--- src/rtl/tms_pkg.sv ---
// Package for the terminal multiplexer status and scan core.
// Holds the line count, function codes, bus word bit positions and the transaction types.
// Used by every module in rtl/; has no dependencies of its own.
package tms_pkg;

    localparam int NUM_LINES = 32;
    localparam int LINE_W    = 5;
    localparam int WORD_W    = 36;
    localparam int CHAR_W    = 7;
    localparam int MASK_W    = 32;
    localparam int NUM_CHARS = 5;
    localparam int IDX_W     = 3;

    localparam logic [MASK_W-1:0] LINE_MASK =
        MASK_W'((64'd1 << NUM_LINES) - 64'd1);

    localparam logic [2:0] FUNC_CTRL_WR = 3'd0;
    localparam logic [2:0] FUNC_STAT_RD = 3'd1;
    localparam logic [2:0] FUNC_DATA_WR = 3'd2;
    localparam logic [2:0] FUNC_DATA_RD = 3'd3;
    localparam logic [2:0] FUNC_SCAN    = 3'd4;

    localparam int CW_REQ_BIT  = 3;
    localparam int CW_STOP_BIT = 7;
    localparam int CW_SEL_LSB  = 12;

    typedef struct packed {
        logic [2:0]        func;
        logic [WORD_W-1:0] bus_word;
        logic [CHAR_W-1:0] rx_char;
        logic [MASK_W-1:0] tx_ready_edge;
        logic [MASK_W-1:0] rx_pending;
        logic [MASK_W-1:0] line_connected;
    } item_t;

    typedef struct packed {
        logic [WORD_W-1:0] read_data;
        logic              tx_valid;
        logic [CHAR_W-1:0] tx_char;
        logic [LINE_W-1:0] sel_line;
        logic              rx_take;
        logic              irq_active;
        logic [2:0]        irq_level;
        logic              last;
    } result_t;

    typedef struct packed {
        logic              found;
        logic              is_tx;
        logic [LINE_W-1:0] line;
    } scan_hit_t;

endpackage

--- src/rtl/terminal_mux_status_and_scan_core.sv ---
// Top level of the terminal multiplexer status and scan core.
// A result transaction is registered in out_reg from the item held in hold_reg.
// Throughput: one result per cycle; a single-result item every cycle, a data write one per character.
// These need result_stall low; tms_core's sequencer paces data writes, at most five characters each.
// Reset (rst_n, asynchronous, active low) clears the status register, the scan pointer
// and both valid flags, so item_stall is low and the block accepts items once reset ends.
module terminal_mux_status_and_scan_core
(
    input  logic              clk,
    input  logic              rst_n,
    input  logic              item_valid,
    output logic              item_stall,
    input  tms_pkg::item_t    item,
    output logic              result_valid,
    input  logic              result_stall,
    output tms_pkg::result_t  result
);

    logic             hold_valid_reg;
    tms_pkg::item_t   hold_reg;
    logic             out_valid_reg;
    tms_pkg::result_t out_reg;
    tms_pkg::result_t core_res;
    logic             out_free;
    logic             fire;
    logic             finish;

    assign out_free   = !out_valid_reg || !result_stall;
    assign fire       = hold_valid_reg && out_free;
    assign finish     = fire && core_res.last;
    assign item_stall = hold_valid_reg && !finish;

    tms_core u_core
    (
        .clk   (clk),
        .rst_n (rst_n),
        .item  (hold_reg),
        .fire  (fire),
        .res   (core_res)
    );

    always_ff @(posedge clk or negedge rst_n)
    begin
        if (!rst_n)
        begin
            hold_valid_reg <= 1'b0;
            out_valid_reg  <= 1'b0;
        end
        else
        begin
            if (!item_stall)
            begin
                hold_valid_reg <= item_valid;
            end
            if (out_free)
            begin
                out_valid_reg <= fire;
            end
        end
    end

    always_ff @(posedge clk)
    begin
        if (item_valid && !item_stall)
        begin
            hold_reg <= item;
        end
        if (fire)
        begin
            out_reg <= core_res;
        end
    end

    assign result_valid = out_valid_reg;
    assign result       = out_reg;

endmodule

--- src/rtl/tms_scan.sv ---
// Round-robin line scanner: finds the first line after the scan pointer that needs service.
// Depends on tms_pkg for the line count and the scan_hit_t type.
module tms_scan
(
    input  logic [tms_pkg::LINE_W-1:0] ptr,
    input  logic [tms_pkg::MASK_W-1:0] tx_ready_edge,
    input  logic [tms_pkg::MASK_W-1:0] rx_pending,
    input  logic [tms_pkg::MASK_W-1:0] line_connected,
    output tms_pkg::scan_hit_t         hit
);

    logic [tms_pkg::MASK_W-1:0] req;
    logic [tms_pkg::NUM_LINES-1:0] rot;
    logic [tms_pkg::LINE_W:0] sum [tms_pkg::NUM_LINES];
    logic [tms_pkg::LINE_W-1:0] pos [tms_pkg::NUM_LINES];

    assign req = (tx_ready_edge | (rx_pending & line_connected)) & tms_pkg::LINE_MASK;

    always_comb
    begin
        for (int k = 0; k < tms_pkg::NUM_LINES; k++)
        begin
            sum[k] = {1'b0, ptr} + (tms_pkg::LINE_W+1)'(1) + (tms_pkg::LINE_W+1)'(k);
            if (sum[k] >= (tms_pkg::LINE_W+1)'(tms_pkg::NUM_LINES))
            begin
                sum[k] = sum[k] - (tms_pkg::LINE_W+1)'(tms_pkg::NUM_LINES);
            end
            pos[k] = sum[k][tms_pkg::LINE_W-1:0];
            rot[k] = req[pos[k]];
        end
    end

    always_comb
    begin
        hit.found = 1'b0;
        hit.line  = '0;
        for (int k = 0; k < tms_pkg::NUM_LINES; k++)
        begin
            if (!hit.found && rot[k])
            begin
                hit.found = 1'b1;
                hit.line  = pos[k];
            end
        end
        hit.is_tx = tx_ready_edge[hit.line];
    end

endmodule

--- src/rtl/tms_core.sv ---
// Status register, scan pointer and character sequencer of the terminal multiplexer.
// Builds one result per fired cycle from the held item; depends on tms_pkg and tms_scan.
module tms_core
(
    input  logic              clk,
    input  logic              rst_n,
    input  tms_pkg::item_t    item,
    input  logic              fire,
    output tms_pkg::result_t  res
);

    logic [2:0]                 level_reg, level_next;
    logic [tms_pkg::LINE_W-1:0] sel_reg, sel_next;
    logic                       odone_reg, odone_next;
    logic                       idone_reg, idone_next;
    logic [tms_pkg::LINE_W-1:0] ptr_reg, ptr_next;
    logic [tms_pkg::IDX_W-1:0]  idx_reg, idx_next;

    logic [tms_pkg::CHAR_W-1:0] chars [tms_pkg::NUM_CHARS];
    logic [tms_pkg::CHAR_W-1:0] cur_char;
    logic                       end_of_chars;
    tms_pkg::scan_hit_t         scan_hit;

    tms_scan u_scan
    (
        .ptr            (ptr_reg),
        .tx_ready_edge  (item.tx_ready_edge),
        .rx_pending     (item.rx_pending),
        .line_connected (item.line_connected),
        .hit            (scan_hit)
    );

    always_comb
    begin
        for (int i = 0; i < tms_pkg::NUM_CHARS; i++)
        begin
            chars[i] = item.bus_word[tms_pkg::WORD_W-1-tms_pkg::CHAR_W*i -: tms_pkg::CHAR_W];
        end
        case (idx_reg)
            3'd0:
            begin
                cur_char     = chars[0];
                end_of_chars = (chars[1] == '0);
            end
            3'd1:
            begin
                cur_char     = chars[1];
                end_of_chars = (chars[2] == '0);
            end
            3'd2:
            begin
                cur_char     = chars[2];
                end_of_chars = (chars[3] == '0);
            end
            3'd3:
            begin
                cur_char     = chars[3];
                end_of_chars = (chars[4] == '0);
            end
            default:
            begin
                cur_char     = chars[4];
                end_of_chars = 1'b1;
            end
        endcase
    end

    always_comb
    begin
        level_next    = level_reg;
        sel_next      = sel_reg;
        odone_next    = odone_reg;
        idone_next    = idone_reg;
        ptr_next      = ptr_reg;
        res.read_data = '0;
        res.tx_valid  = 1'b0;
        res.tx_char   = '0;
        res.rx_take   = 1'b0;
        res.last      = 1'b1;
        case (item.func)
            tms_pkg::FUNC_CTRL_WR:
            begin
                level_next = item.bus_word[2:0];
                sel_next   = item.bus_word[tms_pkg::CW_SEL_LSB +: tms_pkg::LINE_W];
                if (item.bus_word[tms_pkg::CW_STOP_BIT])
                begin
                    odone_next = 1'b0;
                end
                if (item.bus_word[tms_pkg::CW_REQ_BIT])
                begin
                    odone_next = 1'b1;
                end
            end
            tms_pkg::FUNC_STAT_RD:
            begin
                res.read_data = {19'd0, sel_reg, 6'd0, idone_reg, 1'b0, odone_reg, level_reg};
            end
            tms_pkg::FUNC_DATA_WR:
            begin
                odone_next   = 1'b0;
                res.tx_valid = 1'b1;
                res.tx_char  = cur_char;
                res.last     = end_of_chars;
            end
            tms_pkg::FUNC_DATA_RD:
            begin
                idone_next    = 1'b0;
                res.read_data = {{(tms_pkg::WORD_W-tms_pkg::CHAR_W){1'b0}}, item.rx_char};
                res.rx_take   = 1'b1;
            end
            tms_pkg::FUNC_SCAN:
            begin
                if (scan_hit.found)
                begin
                    sel_next = scan_hit.line;
                    ptr_next = scan_hit.line;
                    if (scan_hit.is_tx)
                    begin
                        odone_next = 1'b1;
                    end
                    else
                    begin
                        idone_next = 1'b1;
                    end
                end
            end
            default:
            begin
            end
        endcase
        res.sel_line   = sel_next;
        res.irq_active = odone_next | idone_next;
        res.irq_level  = level_next;
        idx_next       = res.last ? '0 : idx_reg + tms_pkg::IDX_W'(1);
    end

    always_ff @(posedge clk or negedge rst_n)
    begin
        if (!rst_n)
        begin
            level_reg <= '0;
            sel_reg   <= '0;
            odone_reg <= 1'b0;
            idone_reg <= 1'b0;
            ptr_reg   <= '0;
            idx_reg   <= '0;
        end
        else if (fire)
        begin
            level_reg <= level_next;
            sel_reg   <= sel_next;
            odone_reg <= odone_next;
            idone_reg <= idone_next;
            ptr_reg   <= ptr_next;
            idx_reg   <= idx_next;
        end
    end

endmodule

--- config.mk ---
export PLATFORM = sky130hd
export DESIGN_NAME = terminal_mux_status_and_scan_core
export DESIGN_NICKNAME = d
export VERILOG_FILES = /design/src/rtl/tms_pkg.sv /design/src/rtl/terminal_mux_status_and_scan_core.sv /design/src/rtl/tms_scan.sv /design/src/rtl/tms_core.sv
export SDC_FILE = /design/constraint.sdc
export NUM_CORES = 1
export LEC_CHECK = 0
export ABC_AREA = 1
export BUFFER_PORTS_ARGS = -buffer_cell sky130_fd_sc_hd__buf_2
export CAP_MARGIN = 10
export CORE_MARGIN = 5
export CORE_UTILIZATION = 25
export CTS_BUF_LIST = sky130_fd_sc_hd__clkbuf_8
export DETAILED_ROUTE_END_ITERATION = 12
export MAX_ROUTING_LAYER = met4
export SYNTH_ARGS = -nofsm -noshare
export SYNTH_HDL_FRONTEND = slang
export SYNTH_SLANG_ARGS = --single-unit
--- constraint.sdc ---
create_clock -name clk -period 11.7 [get_ports clk]
set_input_delay 1.755 -clock clk [delete_from_list [all_inputs] [get_ports clk]]
set_output_delay 1.755 -clock clk [all_outputs]
set_load 0.01 [all_outputs]
==> results_dict.tcl, run 1 <==
set metrics [dict create \
    status "completed" \
    design_area_sq_um 14000 \
    core_sq_um 48500 \
    hpwlAfterDp_mm 34.7 \
    grt_max_degree 76 \
    synth.most_common_cell "nand2_1" \
    worst-r2r-setup-slack_ps 4000 \
    slew_violations 0 \
    clock-root-buffer "clkbuf_8" \
    critPathKind "reg2reg" \
    ys_ff_latch 193 \
    ctsHoldBuffers 0 \
    r2r-end "result[4]" \
    synthTopCellsByCount "nand2_1, nand3_1, edfxtp_1" \
    ctsResizeCount 0 \
    min_from "hold_valid_reg" \
    grt_pass1_vias 10900 \
    required_ps 11950 \
    min_to "result_valid" \
    hold_path_class "reg2reg" \
    overflow 0 \
    clock.fmax_mhz 130 \
    clock_sinks 193 \
    synthToLayoutAreaGrowth_pct 14.7 \
    cp_slowest_cell "nand2_1" \
    antenna_left 0 \
    crit_arrival_ps 7950 \
    instances_no_fill 2300 \
    cts_tree "yes" \
    drc 0 \
    place_congestion 0.970 \
    synth_area_leaders "edfxtp_1, nand2_1, nand3_1, inv_1, dfrtp_1" \
    grt_util_all_layers_pct 16.5 \
    netlist.area_leader.share_pct 42.6 \
    synth_top_area_cell "edfxtp_1" \
    r2r-start "u_core.ptr_reg[0]" \
    synth_area_sq_um 12200 \
    tightest_slew_ps 1020 \
    die_y_um 231 \
    yosysWarnings 0 \
    die-area_sq_um 53300 \
    ys_async_sr_fraction_pct 10.4 \
    seq_area_frac_synth_pct 46.7 \
    setup_tns_ps 0 \
    viasPerCell 4.88 \
    clk_path_buf_depth 2 \
    fp.dieW_um 231 \
    cpPeakStageDelay_ps 670 \
    largest_reg_flops 142 \
    crit_fanout 41 \
    port_buffers 178 \
    dpl_cell_area_sq_um 13500 \
    antenna_found_initial 0 \
    antenna_cells 0 \
    initial_core_util_pct 25.1 \
    num-nets-final 1823 \
    hold_viol_final 0 \
    synth_edf_count 173 \
    wire_per_inst_um 19.1 \
    dr_total_vias 11200 \
    row_count 81 \
    synthCells 1503 \
    fin_crit_ps 7700 \
    setup.worst_path.start_class "flop" \
    hold_depth 2 \
    clock_skew_ps 22.3 \
    end_kind "flop" \
    clock_latency_ps 500 \
    grt_setup_unrepaired "false" \
    drive_gt1_share_pct 17.9 \
    reg2reg_depth 34 \
    finalCritPeriodShare_pct 65.8 \
    setup_violations 0 \
    postCtsSetupRepairBufs 0 \
    drt_iter0_drc 1142 \
    maxSlewHeadroom_pct 31.9 \
    dp.cells 2268 \
    syn_area_per_cell_sq_um 8.11 \
    cts_made_buffers 17 \
    ys_types 48 \
    first_pass_iters 10 \
    htreeDepth 4 \
    wl_mm 43.9 \
    ios 203 \
    maxCapViolations 0 \
    grt_pass1_wl_mm 65.6 \
    ys.flop_type "edfxtp_1" \
    cts.clk_slew.worst_paths_ps 110 \
]
[worst max-delay path, delay by kind of cell (launching register included)]
family,cells,cell delay (ps)
buf+inv,6,1840
fa+ha+maj,1,370
simple gates,27,4830
flops,1,370
[placed cells by master (no fill, tap or decap), types with 3 or more instances in the layout]
| cell type | count |
|---|---|
| nand2_1 | 410 |
| nand3_1 | 287 |
| buf_2 | 178 |
| edfxtp_1 | 173 |
| inv_1 | 164 |
| o21ai_0 | 81 |
| nor2_1 | 69 |
| nand4_1 | 29 |
| a21oi_1 | 27 |
| conb_1 | 24 |
| dfrtp_1 | 20 |
| inv_2 | 17 |
| nand2_2 | 17 |
| clkbuf_8 | 17 |
| o22ai_1 | 12 |
| ha_1 | 12 |
| nand4_2 | 11 |
| o21a_1 | 10 |
| nor3_1 | 10 |
| xor2_1 | 9 |
| nor2_2 | 9 |
| nand2_4 | 8 |
| a31oi_1 | 8 |
| a221oi_1 | 8 |
| nor2_4 | 7 |
| clkinv_8 | 6 |
| buf_4 | 6 |
| nand3_2 | 5 |
| o21ai_1 | 4 |
| nand3b_1 | 4 |
| nor4_1 | 4 |
| clkinv_1 | 3 |
| o21bai_1 | 3 |
| inv_6 | 3 |
[area by class of cell]
class	count	area, sq um
fill	5132	34600
inverter	185	696
sequential	193	5700
tap	622	778
timing repair buffer	184	936
clock buffer	17	234
clock inverter	15	236
multi-input combinational	1084	5410
[metrics by stage]
| step | hold slack [ps] | worst slack, ps | util (%) |
|---|---|---|---|
| 6_report | 498 | 4000 | 28.8 |
| 5_1_grt | 509 | 3470 | 28.8 |
| 4_1_cts | 497 | 4190 | 28.8 |
| 3_5_place_dp | 468 | 4220 | 27.8 |
| 3_3_place_gp | 460 | 4240 | 27.8 |
| 2_1_floorplan | 447 | 2930 | - |
[layer usage]
metal / track usage (%) / wire length (um)
met5: - / 0
met2: 27.0 / 20800
met4: 5.27 / 1340
met3: 3.12 / 3180
met1: 20.9 / 18600
[worst max-delay path by stage]
stage	cells after the start	startpoint	to
floorplan	5	result_stall	hold_reg[0]
global placement	40	u_core.ptr_reg[0]	result[4]
detailed placement	34	u_core.ptr_reg[0]	result[4]
CTS	34	u_core.ptr_reg[0]	result[4]
global route	41	u_core.ptr_reg[0]	result[4]
finish	34	u_core.ptr_reg[0]	result[4]
[kinds of logic after synthesis]
kind of cell,Yosys count,share of synthesized area (%)
buf+inv,249,9.66
compound gates,160,7.47
xor+xnor,14,1.41
simple gates,874,33.5
other cells,1,0.0308
fa+ha+maj,12,1.23
flops,193,46.7
Power of run 1 is not shown: default switching activity piles up to over one toggle a cycle in this logic, so the estimate is an artifact.
==> run 2, diff against run 1 <==
- ABC_AREA: 1 -> 0
- clock period: 11.7 -> 6.2 ns (I/O delays scaled with it)
==> run 2 against run 1 <==
  * Routed wire length up 45%
  * First-iteration DRC count up 23%
  * Hold slack worse by 91 ps
  * Global-route usage up 4.1 points
  * Fmax up 26%
  * Utilization up 5.6 points
  * Non-clock buffer count up 352
  * Final cell count up 12%
  * Via count up 26%
  * Synthesized area up 15%
==> results_dict.tcl, run 2 <==
set metrics [dict create \
    grt_pass1_wl_mm 91.3 \
    crit_arrival_ps 6520 \
    viasPerCell 5.49 \
    routed-wl-met3_mm 4.28 \
    core_sq_um 55300 \
    antenna_left 0 \
    synth_area_sq_um 14000 \
    netlist.area_leader.share_pct 37.1 \
    hpwlAfterDp_mm 51.4 \
    critical_path.top_delay_family "simple AND/OR/NAND/NOR gates" \
    dr_wl_met2_mm 29.6 \
    htreeDepth 4 \
    status "completed" \
    wl_mm 63.5 \
    hold_viol_final 0 \
    dr_total_vias 14100 \
    setup.worst_path.start_class "flop" \
    fillers 5679 \
    tightest_slew_ps 930 \
    multi_input_area_sq_um 8020 \
    required_ps 6590 \
    cts.clk_slew.worst_paths_ps 100 \
    finalCritPeriodShare_pct 98.8 \
    initial_core_util_pct 25.3 \
    synthToLayoutAreaGrowth_pct 35.9 \
    critPathKind "reg2reg" \
    wl_met1_mm 25.7 \
    port_buffers 178 \
    setup_violations 0 \
    die_y_um 247 \
    fin_crit_ps 6130 \
    top_layer_used "met4" \
    drive_gt1_share_pct 39.9 \
    ff_latch_area_sq_um 5700 \
    cts_tree "yes" \
    final_cell_mix "buf_4, buf_2, edfxtp_1, a21oi_1, nand2_1" \
    clock.fmax_mhz 163 \
    crit_chain "ha_4 > xnor3_1 > a2111oi_0 > or4_1 > mux4_2 > or2_4 > or4_4 > nand2b_4 > a211oi_4 > buf_4 > nand3_4 > and4b_2 > a221o_1 > a21oi_2 > a311oi_2 > clkbuf_16 > mux2i_2 > a22oi_1 > a22oi_2 > nand3_2 > a22o_1" \
    grt_setup_unrepaired "true" \
    cpPeakStageDelay_ps 630 \
    grt_pass1_vias 13800 \
    ys.flop_type "edfxtp_1" \
    grt_max_degree 143 \
    clock-root-buffer "clkbuf_8" \
    hold_path_class "in2async" \
    synthCells 1338 \
    cts_made_buffers 17 \
    synth_top_area_cell "edfxtp_1" \
    overflow 0 \
    num-nets-final 1969 \
    cp_slowest_cell "xnor3_1" \
    antenna_found_initial 0 \
    clk_path_buf_depth 2 \
    ios 203 \
    first_pass_iters 6 \
    yosysWarnings 0 \
    die-area_sq_um 60800 \
    ys_ff_latch 193 \
    crit_fanout 8 \
    fin_util_pct 34.4 \
    ys_async_sr_fraction_pct 10.4 \
    place_congestion 1.08 \
    ys_types 103 \
    synth.most_common_cell "edfxtp_1" \
    clock_sinks 193 \
    fp.dieW_um 247 \
    syn_area_per_cell_sq_um 10.5 \
    synthTopCellsByCount "edfxtp_1, a21oi_1, nand2_1" \
    seq_area_frac_synth_pct 40.7 \
    worst-path-buf-inv 2 \
    final_common_cell "buf_4" \
    synth_area_leaders "edfxtp_1, mux4_2, mux2i_1, a21oi_1, a2111oi_0" \
    slew_violations 0 \
    clock_skew_ps 19.1 \
    antenna_cells 0 \
    clock_latency_ps 500 \
    wire_per_inst_um 24.7 \
    row_count 86 \
    maxSlewHeadroom_pct 37.8 \
    maxCapViolations 0 \
    grt_util_all_layers_pct 20.6 \
    end_kind "flop" \
    largest_reg_flops 142 \
    synth_edf_count 173 \
    drc 0 \
    drt_iter0_drc 1402 \
]
-- run 2: changes by cell type in the layout (fill, tap and decap cells not counted), sizes merged, moves of 27 or more --
cell / change
a2111oi: +59
a211oi: +48
a21oi: +86
buf: +349
inv: -142
mux2i: +65
mux4: +37
nand2: -344
nand3: -253
nand4: -27
-- run 2: layout make-up --
class | instances | area share [%]
tap | 748 | 4.92
clock inverter | 15 | 0.888
sequential | 193 | 30.0
multi-input combinational | 1028 | 42.2
clock buffer | 17 | 1.23
timing repair buffer | 536 | 20.1
inverter | 35 | 0.691
-- run 2: cell families after synthesis --
kind of cell | count (synthesis) | share of synthesized area (%)
other | 1 | 0.0268
muxes | 117 | 11.8
AOI/OAI and AO/OA | 450 | 22.8
adders and majority gates | 12 | 1.07
DFF | 193 | 40.7
xor gates and xnor gates | 36 | 3.19
buffers and inverters | 141 | 5.65
and+or+nand+nor | 388 | 14.7
-- run 2: final timing paths --
kind,start,slack (ps),cells after the start,to
max,u_core.ptr_reg[1],70,21,u_core.idone_reg
min,rst_n,410,1,u_core.level_reg[0]
max reg2reg,u_core.ptr_reg[1],70,21,u_core.idone_reg
min reg2reg,u_core.level_reg[0],520,2,u_core.level_reg[0]
max in group asynchronous,rst_n,5410,1,u_core.ptr_reg[0]
min in group clk,u_core.level_reg[0],520,2,u_core.level_reg[0]
-- run 2: layer usage --
| metal | track usage (%) | up-vias |
|---|---|---|
| met5 | - | - |
| met4 | 10.8 | 0 |
| met3 | 2.86 | 188 |
| met2 | 32.9 | 752 |
| met1 | 25.5 | 6881 |
| li1 | - | 6287 |
-- run 2: through the flow --
stage / worst slack [ps] / area (sq um) / instances / hold WS, ps / TNS (ps)
2_1_floorplan: -227 / 14200 / 1361 / 457 / -350
3_3_place_gp: -64.7 / 18000 / 2517 / 481 / -111
3_5_place_dp: -95.6 / 18000 / 2517 / 483 / -166
4_1_cts: 4.60 / 18400 / 2550 / 374 / 0
5_1_grt: -53.0 / 19000 / 2572 / 405 / -88.1
6_report: 71.5 / 19000 / 2572 / 407 / 0
-- run 2: timing repair --
item | in CTS | in global routing
hold buffers | 0 | 0
setup buffers | 1 | 19
gates cloned | 0 | 3
setup endpoints to repair | 2 | 11
resized for setup | 6 | 94
pin swaps | 3 | 16
Power of run 2 is left out for the same reason.
